`src/rtl/assert_macros.svh`:
```
// Assertion macros for the RTL files; the top level includes them.
// Depends on nothing; SYNTH selects empty bodies for synthesis.
`ifndef ASSERT_MACROS_SVH
`define ASSERT_MACROS_SVH
`ifndef SYNTH
`define ASSERT_IMPLIES(label, clk, rst_n, a, b) \
  label: assert property (@(posedge clk) disable iff (!rst_n) (a) |-> (b)) else $error("label");
`define ASSERT_NEXT(label, clk, rst_n, a, b) \
  label: assert property (@(posedge clk) disable iff (!rst_n) (a) |=> (b)) else $error("label");
`else
`define ASSERT_IMPLIES(label, clk, rst_n, a, b)
`define ASSERT_NEXT(label, clk, rst_n, a, b)
`endif
`endif

```
`src/rtl/casl_pkg.sv`:
```
// Package for the curvature/approach speed limiter: widths, register
// indexes and the pipeline payload types. No dependencies.
package casl_pkg;
  localparam int SPEED_W = 15;
  localparam int REQ_W   = 16;
  localparam int DIST_W  = 24;
  localparam int CURV_W  = 24;
  localparam int PROD_W  = 48;
  localparam int NUM_W   = SPEED_W + 24;   // v << 24
  localparam int SD_W    = SPEED_W + DIST_W;
  localparam int CFG_IDX_W  = 2;
  localparam int CFG_DATA_W = 24;
  localparam int QDEPTH     = 4;
  localparam int QPTR_W     = 2;

  typedef enum logic [CFG_IDX_W-1:0] {
    REG_ENABLE = 2'd0, REG_RADIUS_LIM = 2'd1,
    REG_SLOW_ZONE = 2'd2, REG_MIN_APPROACH = 2'd3
  } cfg_reg_t;

  // classified item handed from front to back
  typedef struct packed {
    logic [SPEED_W-1:0] v;
    logic               cdiv;   // curvature division needed
    logic [PROD_W-1:0]  prod;
    logic               adiv;   // approach stage active
    logic [DIST_W-1:0]  goal_d;
  } front_item_t;

  typedef struct packed {
    logic [SPEED_W-1:0] speed_out;
    logic [SPEED_W-1:0] curvature_cap;
    logic [SPEED_W-1:0] approach_cap;
    logic               curvature_limited;
    logic               approach_limited;
  } result_t;
endpackage

```
`src/rtl/casl_queue.sv`:
```
// Short FIFO between front and back ends.
// Depends on casl_pkg.
module casl_queue import casl_pkg::*; (
  input  logic        clk,
  input  logic        rst_n,
  input  logic        wr_valid,
  output logic        wr_ready,
  input  front_item_t wr_item,
  output logic        rd_valid,
  input  logic        rd_ready,
  output front_item_t rd_item
);
  front_item_t         mem_r [QDEPTH];
  logic [QPTR_W-1:0]   wp_r, rp_r;
  logic [QPTR_W:0]     cnt_r;
  logic                wr, rd;

  assign wr_ready = cnt_r != (QPTR_W+1)'(QDEPTH);
  assign rd_valid = cnt_r != '0;
  assign wr = wr_valid && wr_ready;
  assign rd = rd_valid && rd_ready;
  assign rd_item = mem_r[rp_r];

  always_ff @(posedge clk) begin
    if (!rst_n) begin
      wp_r <= '0; rp_r <= '0; cnt_r <= '0;
    end else begin
      if (wr) wp_r <= wp_r + 1'b1;
      if (rd) rp_r <= rp_r + 1'b1;
      cnt_r <= cnt_r + (QPTR_W+1)'(wr) - (QPTR_W+1)'(rd);
    end
    if (wr) mem_r[wp_r] <= wr_item;
  end
endmodule

```
`config.mk`:
```
export PLATFORM = sky130hd
export DESIGN_NAME = casl_queue
export DESIGN_NICKNAME = d
export VERILOG_FILES = /design/src/rtl/assert_macros.svh /design/src/rtl/casl_pkg.sv /design/src/rtl/casl_queue.sv
export SDC_FILE = /design/constraint.sdc
export NUM_CORES = 1
export LEC_CHECK = 0
export BUFFER_PORTS_ARGS = -buffer_cell sky130_fd_sc_hd__buf_4
export CAP_MARGIN = 20
export CORE_MARGIN = 3
export CORE_UTILIZATION = 30
export DETAILED_ROUTE_END_ITERATION = 10
export GPL_ROUTABILITY_DRIVEN = 0
export PLACE_DENSITY = 0.58
export SLEW_MARGIN = 20
export SYNTH_ARGS = -nofsm -noshare
export SYNTH_HDL_FRONTEND = slang
export SYNTH_SLANG_ARGS = --single-unit
```
`constraint.sdc`:
```
create_clock -name clk -period 3.55 [get_ports clk]
set_input_delay 0.5325 -clock clk [delete_from_list [all_inputs] [get_ports clk]]
set_output_delay 0.5325 -clock clk [all_outputs]
set_load 0.01 [all_outputs]
```
==> out/metrics.cfg <==
[setup_path]
startpoint_type = flip-flop
critPathRequiredTime_ns = 3.02
cp_top_family = flip-flops
critPathMaxStageDelay_ns = 0.66
path_max_fanout = 33
cp_cell_sequence = buf_12, mux4_2, buf_4
setup.worst_path.class = reg2out
crit_buf_inv = 2
crit_slowest_cell = dfxtp_4
timing.critical_path.arrival_ns = 2.36
end_kind = output pin
regToRegStartpoint = cnt_r[1]

[timing]
finalCritPeriodShare_pct = 81.4
drv_slew = 0
final_sum_of_negative_setup_slack_ns = 0
hold_viol_final = 0
finalSetupViolCount = 0
max_freq_mhz = 346
worst-slew-pin-transition_ns = 0.591
min_clock_period_post_route_ns = 2.89
timing.max_slew.rel_slack_pct = 60.6
grt_setup_unrepaired = no
finClkSkew_ns = 0.0262

[die]
die-width_um = 216
die_area_um2 = 46800
floorplan.die.height_um = 216
core_area_um2 = 43500
floorplan.io_pins = 184
floorplan.initialDensity_pct = 30.6
placement_rows = 76

[power_and_ir_drop]
totalPowerFinal_mw = 12.0
vdd_drop_max_uv = 443
power.leakage_nw = 5.53
power_per_cell_area_nw_per_um2 = 717

[route]
drt_pre_antenna_iters = 4
drt_drc_violations_left = 0
wl_per_cell_um = 19.5
viasPerCell = 4.45
total_number_of_vias = 5992
first_iter_violations = 307
wirelength_mm = 26.3
drt.antenna.violating_nets = 0

[clock_tree]
cts.path.max_buffers = 3
cts_tree = yes
cts_stage_hold_buffer_count = 0
cts_buffers = 41
path_clk_slew_ns = 0.06
cts_root_buffer = clkbuf_16
clk-insertion-delay-late_ns = 0.55
cts.htree.levels = 2
cts_setup_buffers = 0
cts_resized = 0
cts_sinks = 365

[layout]
mostFrequentLayoutCells = edfxtp_1 (356), buf_4 (188), mux4_2 (89)
layout.nets = 833
antennaDiodeCount = 0
final_core_util_pct = 38.6
commonest_non_fill_non_tap_cell_in_the_layout = edfxtp_1
area_growth_pct = 26.1
fillCellCount = 3929
drive_above_1_share_pct = 45.7

[grt]
grt_start_max_net_pins = 54
grt_pass1_vias = 6575
grt_pass1_wl_mm = 40.2
global_route.overflow_total = 0
antenna_violations_before_repair = 0
grt_util_all_layers_pct = 11.4

[status]
run_status = complete, no violations

[synth]
synth_top_area_share_pct = 80.5
synth_area_um2 = 13300
synthDominantAreaCellType = edfxtp_1
postSynthCellCount = 513
yosysSeqAreaShare_pct = 81.8
ys_top_cells_by_area = edfxtp_1 (80%), mux4_2 (15%), dfxtp_1 (1.4%)
mappedNetlistNets = 613
post_synth.cell_area_avg_um2 = 25.9
yosysWarningCount = 0
synth.distinct_cells = 21
synth-seq-cells = 365

[min_path]
min_from = wr_item[58]
hp_class = in2reg

[placed_design]
hpwl_mm = 15.8
numPortBuffers = 183

[job]
cap_violations = 0

## metal layers
layer / part of all wire (%) / routed length [um] / vias to the layer above / global-route usage [%]
met5: 0 / 0 / - / 0
met4: 2.8 / 727 / 0 / 4.55
met3: 5.1 / 1350 / 45 / 2.86
met2: 49 / 12800 / 157 / 18.3
met1: 43 / 11400 / 3145 / 14.9
li1: - / - / 2645 / -
## layout make-up
class	count	area [um2]	share of cell area, %
Timing Repair Buffer	198	1610	9.62
Tap cell	585	732	4.37
Inverter	5	18.8	0.112
Multi-Input combinational cell	122	2280	13.6
Clock buffer	52	1070	6.37
Sequential cell	365	10900	64.9
Clock inverter	21	165	0.986
## power by group
group | switching, mW | total, mW | internal [mW]
clock | 1.67 | 3.89 | 2.22
combinational | 1.26 | 2.71 | 1.45
sequential | 0.196 | 5.42 | 5.22
## cell families (layout without fill, tap and decap cells)
kind of cell    Yosys count  count (layout)  synth area share, %
simple gates             17              17                0.687
fa+ha+maj                 7               7                0.716
flops                   365             365                 81.8
mux                      91              91                 15.2
xor+xnor                  4               4                0.264
buf+inv                  26             276                 1.09
compound gates            3               3                0.188
## path summary, 6_finish.rpt
| path | end | slack [ns] | depth (start not counted) |
|---|---|---|---|
| worst max register to register | cnt_r[2] | 1.20 | 12 |
| worst min register to register | wp_r[1] | 0.50 | 2 |
| worst max-delay path | rd_item[28] | 0.66 | 3 |
| worst min-delay path | mem_r[2][58] | 0.17 | 1 |
## cells in the mapped netlist
master      n
nand2_1     5
fa_1        1
buf_6       1
or3_1       1
buf_8       1
edfxtp_1  356
and2_1      7
inv_1       5
o31a_1      1
dfxtp_1     9
a21boi_1    1
buf_2      10
nor2_1      1
buf_12      1
xnor2_1     4
mux2i_1     2
mux4_2     89
ha_1        6
o311ai_0    1
nor2b_1     3
clkbuf_1    8
## flip-flops by register name, summed over array words and instances (netlist names), named ones only
signal,cells
cnt_r,3
mem_r,356
rp_r,2
wp_r,2
## per-stage QoR
| step | cell area [um2] | worst slack, ns | hold WS, ns | std cells |
|---|---|---|---|---|
| finish | 16800 | 0.659 | 0.174 | 1348 |
| global route | 16800 | 0.485 | 0.143 | 1348 |
| CTS | 16800 | 0.544 | 0.126 | 1348 |
| detailed placement | 15500 | 1.12 | 0.498 | 1275 |
| global placement | 15500 | 1.12 | 0.482 | 1275 |
| floorplan | 13300 | 0.0584 | 0.468 | 513 |
(Power assumes the default switching activity.)
