File: src/rtl/assert_macros.svh
// Assertion macros for the RTL files; the top level includes them.
// Depends on nothing; SYNTH selects empty bodies for synthesis.
`ifndef ASSERT_MACROS_SVH
`define ASSERT_MACROS_SVH
`ifndef SYNTH
`define ASSERT_IMPLIES(label, clk, rst_n, a, b) \
  label: assert property (@(posedge clk) disable iff (!rst_n) (a) |-> (b)) else $error("label");
`define ASSERT_NEXT(label, clk, rst_n, a, b) \
  label: assert property (@(posedge clk) disable iff (!rst_n) (a) |=> (b)) else $error("label");
`else
`define ASSERT_IMPLIES(label, clk, rst_n, a, b)
`define ASSERT_NEXT(label, clk, rst_n, a, b)
`endif
`endif

File: src/rtl/casl_pkg.sv
// Package for the curvature/approach speed limiter: widths, register
// indexes and the pipeline payload types. No dependencies.
package casl_pkg;
  localparam int SPEED_W = 15;
  localparam int REQ_W   = 16;
  localparam int DIST_W  = 24;
  localparam int CURV_W  = 24;
  localparam int PROD_W  = 48;
  localparam int NUM_W   = SPEED_W + 24;   // v << 24
  localparam int SD_W    = SPEED_W + DIST_W;
  localparam int CFG_IDX_W  = 2;
  localparam int CFG_DATA_W = 24;
  localparam int QDEPTH     = 4;
  localparam int QPTR_W     = 2;

  typedef enum logic [CFG_IDX_W-1:0] {
    REG_ENABLE = 2'd0, REG_RADIUS_LIM = 2'd1,
    REG_SLOW_ZONE = 2'd2, REG_MIN_APPROACH = 2'd3
  } cfg_reg_t;

  // classified item handed from front to back
  typedef struct packed {
    logic [SPEED_W-1:0] v;
    logic               cdiv;   // curvature division needed
    logic [PROD_W-1:0]  prod;
    logic               adiv;   // approach stage active
    logic [DIST_W-1:0]  goal_d;
  } front_item_t;

  typedef struct packed {
    logic [SPEED_W-1:0] speed_out;
    logic [SPEED_W-1:0] curvature_cap;
    logic [SPEED_W-1:0] approach_cap;
    logic               curvature_limited;
    logic               approach_limited;
  } result_t;
endpackage

File: src/rtl/casl_front.sv
// Front end: clamps the speed, forms |kappa| times the radius limit and
// classifies the item. Two registered stages. Depends on casl_pkg.
module casl_front import casl_pkg::*; (
  input  logic                     clk,
  input  logic                     rst_n,
  input  logic                     in_valid,
  output logic                     in_ready,
  input  logic signed [REQ_W-1:0]  speed_request,
  input  logic signed [CURV_W-1:0] curvature,
  input  logic [DIST_W-1:0]        goal_distance,
  input  logic                     distance_known,
  input  logic                     enable,
  input  logic [DIST_W-1:0]        radius_lim,
  input  logic [DIST_W-1:0]        slow_zone,
  output logic                     fv_valid,
  input  logic                     fv_ready,
  output front_item_t              fv_item
);
  logic               s1_valid_r;
  logic [SPEED_W-1:0] s1_v_r;
  logic [CURV_W-1:0]  s1_k_r;
  logic               s1_kz_r, s1_adiv_r;
  logic [DIST_W-1:0]  s1_dist_r;
  logic               s2_valid_r;
  front_item_t        s2_item_r;
  logic [PROD_W-1:0]  prod;
  logic               s1_adv, s2_adv;

  assign s2_adv   = !s2_valid_r || fv_ready;
  assign s1_adv   = !s1_valid_r || s2_adv;
  assign in_ready = s1_adv;
  assign prod     = PROD_W'(s1_k_r) * PROD_W'(radius_lim);

  // stage 1: clamp, magnitude, approach check
  always_ff @(posedge clk) begin
    if (!rst_n) begin
      s1_valid_r <= 1'b0;
    end else if (s1_adv) begin
      s1_valid_r <= in_valid;
    end
    if (s1_adv && in_valid) begin
      s1_v_r    <= speed_request[REQ_W-1] ? '0 : speed_request[SPEED_W-1:0];
      s1_k_r    <= curvature[CURV_W-1] ? CURV_W'(-curvature) : curvature;
      s1_kz_r   <= (curvature == '0) || !enable || (radius_lim == '0);
      s1_adiv_r <= enable && (slow_zone != '0) && distance_known &&
                   (goal_distance < slow_zone);
      s1_dist_r <= goal_distance;
    end
  end

  // stage 2: product and curvature classification
  always_ff @(posedge clk) begin
    if (!rst_n) begin
      s2_valid_r <= 1'b0;
    end else if (s2_adv) begin
      s2_valid_r <= s1_valid_r;
    end
    if (s2_adv && s1_valid_r) begin
      s2_item_r.v      <= s1_v_r;
      s2_item_r.prod   <= prod;
      s2_item_r.cdiv   <= !s1_kz_r && (prod > (PROD_W'(1) << 24));
      s2_item_r.adiv   <= s1_adiv_r;
      s2_item_r.goal_d <= s1_dist_r;
    end
  end

  assign fv_valid = s2_valid_r;
  assign fv_item  = s2_item_r;
endmodule

File: config.mk
export PLATFORM = sky130hd
export DESIGN_NAME = casl_front
export DESIGN_NICKNAME = d
export VERILOG_FILES = /design/src/rtl/assert_macros.svh /design/src/rtl/casl_pkg.sv /design/src/rtl/casl_front.sv
export SDC_FILE = /design/constraint.sdc
export NUM_CORES = 2
export LEC_CHECK = 0
export BUFFER_PORTS_ARGS = -buffer_cell sky130_fd_sc_hd__clkbuf_2
export CAP_MARGIN = 10
export CORE_MARGIN = 4
export CORE_UTILIZATION = 50
export CTS_CLUSTER_SIZE = 12
export DETAILED_ROUTE_END_ITERATION = 10
export GPL_TIMING_DRIVEN = 0
export PLACE_DENSITY = 0.78
export SYNTH_ARGS = -nofsm -noshare
export SYNTH_HDL_FRONTEND = slang
export SYNTH_SLANG_ARGS = --single-unit
File: constraint.sdc
create_clock -name clk -period 9.1 [get_ports clk]
set_input_delay 0.91 -clock clk [delete_from_list [all_inputs] [get_ports clk]]
set_output_delay 0.91 -clock clk [all_outputs]
set_load 0.02 [all_outputs]
==> impl_metrics.json <==
{
  "cts_buffers": 17,
  "die_width_um": 235.1,
  "postLayoutSetupSlackWorst_ns": 0.2493,
  "dp_hpwl_um": 68010,
  "fp.coreArea_mm2": 0.05058,
  "cp_max_fo": 10,
  "synth.avg_cell_area_um2": 9.776,
  "ant_nets": 0,
  "portBuffers": 204,
  "crit_top_cell": "fa_1",
  "ys_ff_latch": 156,
  "tightest_slew_ns": 0.9311,
  "startpoint_type": "input port",
  "drv_cap": 0,
  "track_usage_pct": 29.14,
  "syn_to_final_growth_pct": 10.37,
  "syn_inst": 2637,
  "clk_latency_ns": 0.44,
  "worstPathRequired_ns": 9.29,
  "place_ws_ns": -0.8135,
  "hold_path.class": "reg -> reg",
  "detail_route.wl_per_cell_um": 22.37,
  "synthXorXnorAreaFrac_pct": 1.563,
  "fin_crit_sh_pct": 97.26,
  "grt_pass1_wl_um": 124400,
  "ctsHoldBuffers": 0,
  "vias": 19541,
  "synth_top_cell_area_share_pct": 37.43,
  "grt_max_degree": 66,
  "vias_per_cell": 5.506,
  "drc": 0,
  "ios": 209,
  "htreeDepth": 4,
  "arrival_ns": 9.04,
  "cts_tree": "yes",
  "drv_slew": 0,
  "ys_warn_count": 0,
  "grt_pass1_vias": 21195,
  "die_area_mm2": 0.05525,
  "fin_crit_ns": 8.851,
  "fin_nets": 3658,
  "cpPeakStageDelay_ns": 0.58,
  "clkSinkCount": 156,
  "timing.fmax_mhz": 113.0,
  "synth_top_family_by_area": "adder cells",
  "maxSlewHeadroom_pct": 37.92,
  "critical_path_class": "in -> reg",
  "async_flop_share_pct": 0,
  "setup_violations": 0,
  "status": "completed",
  "finClkSkew_ns": 0.01732,
  "syn_area_mm2": 0.02578,
  "synth-simple-area-share_pct": 16.79,
  "crit_slowest_cell": "fa_1",
  "cts.clk_slew.worst_paths_ns": 0.07,
  "cts-root-buf": "clkbuf_16",
  "synth.area.mux_share_pct": 0.1990,
  "syn-num-nets": 3435,
  "place_congestion": 1.026,
  "drt_first_pass_iters": 6,
  "routed_wl_um": 79370,
  "end_kind": "flip-flop",
  "synth-edff-count": 154,
  "rsz0062_at_grt": "false",
  "yosysSeqAreaShare_pct": 18.09,
  "synth-main-ff-cell": "edfxtp_1",
  "synthAdderAreaFrac_pct": 47.04,
  "synth_top_area_cell": "fa_1",
  "start_util_pct": 50.96,
  "grt_overflow": 0,
  "final-hold-violation-count": 0,
  "dr.first_iter.drc_count": 1507,
  "rows": 82,
  "clockBufferDepth": 2,
  "post_route_cells_drive_above_1_share_pct": 12.57,
  "antenna_found_initial": 4,
  "die-height_um": 235.1,
  "ys_top_cells_by_area": "fa_1 37%, edfxtp_1 18%, ha_1 9.6%, inv_1 8.3%, and2_1 7.1%",
  "synth-compound-area-share_pct": 5.970,
  "ys_types": 80
}
[per-stage QoR]
stage | instance area (µm²) | util [%] | instances | TNS [ns] | hold slack, ns
after floorplan | 25780 | - | 2637 | 0 | 0.4003
after global placement | 27640 | 54.65 | 3513 | -0.9108 | 0.4011
after detailed placement | 27690 | 54.74 | 3515 | -0.8779 | 0.4045
after CTS | 28330 | 56.02 | 3545 | 0 | 0.4217
after global routing | 28440 | 56.23 | 3545 | 0 | 0.4273
final | 28450 | 56.25 | 3549 | 0 | 0.4217
[state kept, by name, indices dropped and copies added (netlist names)]
register,count
fv_item,89
fv_valid,1
s1_adiv_r,1
s1_dist_r,24
s1_k_r,24
s1_kz_r,1
s1_v_r,15
s1_valid_r,1
[worst paths after layout]
check / startpoint / to / slack, ns / depth (start not counted)
setup / recovery: radius_lim[3] / fv_item[73]$_DFFE_PP_ / 0.25 / 27
hold / removal: s1_dist_r[22]$_DFFE_PP_ / fv_item[22]$_DFFE_PP_ / 0.42 / 0
setup reg to reg: s1_k_r[8]$_DFFE_PP_ / fv_item[73]$_DFFE_PP_ / 0.30 / 25
hold reg to reg: s1_dist_r[22]$_DFFE_PP_ / fv_item[22]$_DFFE_PP_ / 0.42 / 0
[metal layers]
layer | track usage (%) | wire length [µm] | part of all wire [%]
met5 | 0 | 0 | 0
met2 | 47.41 | 36890 | 46
met1 | 39.50 | 32200 | 41
met3 | 6.156 | 7150 | 9.0
met4 | 9.202 | 3132 | 3.9
[synth_stat cells, types with 9 or more instances]
| cell | instances |
|---|---|
| nand3_1 | 15 |
| inv_1 | 570 |
| nor2_1 | 39 |
| nand4_1 | 18 |
| a21oi_1 | 54 |
| nand2_1 | 346 |
| o21bai_1 | 10 |
| nor2b_1 | 23 |
| xnor2_1 | 37 |
| a21o_1 | 27 |
| xor2_1 | 9 |
| and2_1 | 293 |
| and3_1 | 12 |
| ha_1 | 198 |
| o21ai_0 | 32 |
| o211ai_1 | 10 |
| o21a_1 | 11 |
| nor3_1 | 19 |
| nor4_1 | 21 |
| fa_1 | 482 |
| edfxtp_1 | 154 |
| or4_1 | 9 |
| clkbuf_1 | 117 |
[worst max-delay path: cells and delay by family]
family / cells / cell delay, ns
compound gates: 3 / 0.74
fa+ha+maj: 8 / 3.97
buf+inv: 8 / 0.97
simple gates: 8 / 2.41
[cell usage in the layout (no fill, tap or decap), drive strengths merged, types with 9 or more instances in the layout]
cell type / netlist / layout
or3: 9 / 9
xor2: 9 / 9
xnor2: 37 / 37
nor4: 21 / 21
fa: 482 / 482
a21o: 28 / 28
o21ai: 34 / 34
nor3: 19 / 19
and2: 293 / 293
ha: 198 / 198
nand3: 15 / 15
or4: 10 / 10
o21a: 11 / 11
nand2: 346 / 346
edfxtp: 154 / 154
clkbuf: 119 / 334
inv: 570 / 578
o21bai: 10 / 10
a21oi: 57 / 57
nor2: 39 / 39
a211oi: 10 / 10
and3: 12 / 12
buf: 5 / 11
nand4: 20 / 20
o211ai: 10 / 10
nor2b: 23 / 23
[final cells by class]
cell class | count | area (µm²)
Clock buffer | 17 | 425.4
Tap cell | 672 | 840.8
Antenna cell | 4 | 10.01
Clock inverter | 15 | 192.7
Timing Repair Buffer | 207 | 1069
Buffer | 122 | 616.8
Inverter | 570 | 2140
Fill cell | 4441 | 22130
Multi-Input combinational cell | 1786 | 18490
Sequential cell | 156 | 4664
[kinds of logic (layout without fill, tap and decap cells)]
family | after synthesis | count (layout)
other | 0 | 4
AND/OR/NAND/NOR | 840 | 840
multiplexers | 5 | 5
flip-flops | 156 | 156
XOR/XNOR | 46 | 46
AO/OA/AOI/OAI | 215 | 215
buffers and inverters | 695 | 931
adder cells (fa/ha/maj) | 680 | 680
[what timing repair did]
| item | CTS | global route |
|---|---|---|
| resized for setup | 23 | 129 |
| gates cloned | 0 | 0 |
| setup buffers | 0 | 1 |
| pin swaps | 0 | 1 |
| setup endpoints to repair | 1 | 1 |
Power is not shown: default switching activity piles up to over one toggle a cycle in this logic, so the estimate is an artifact.
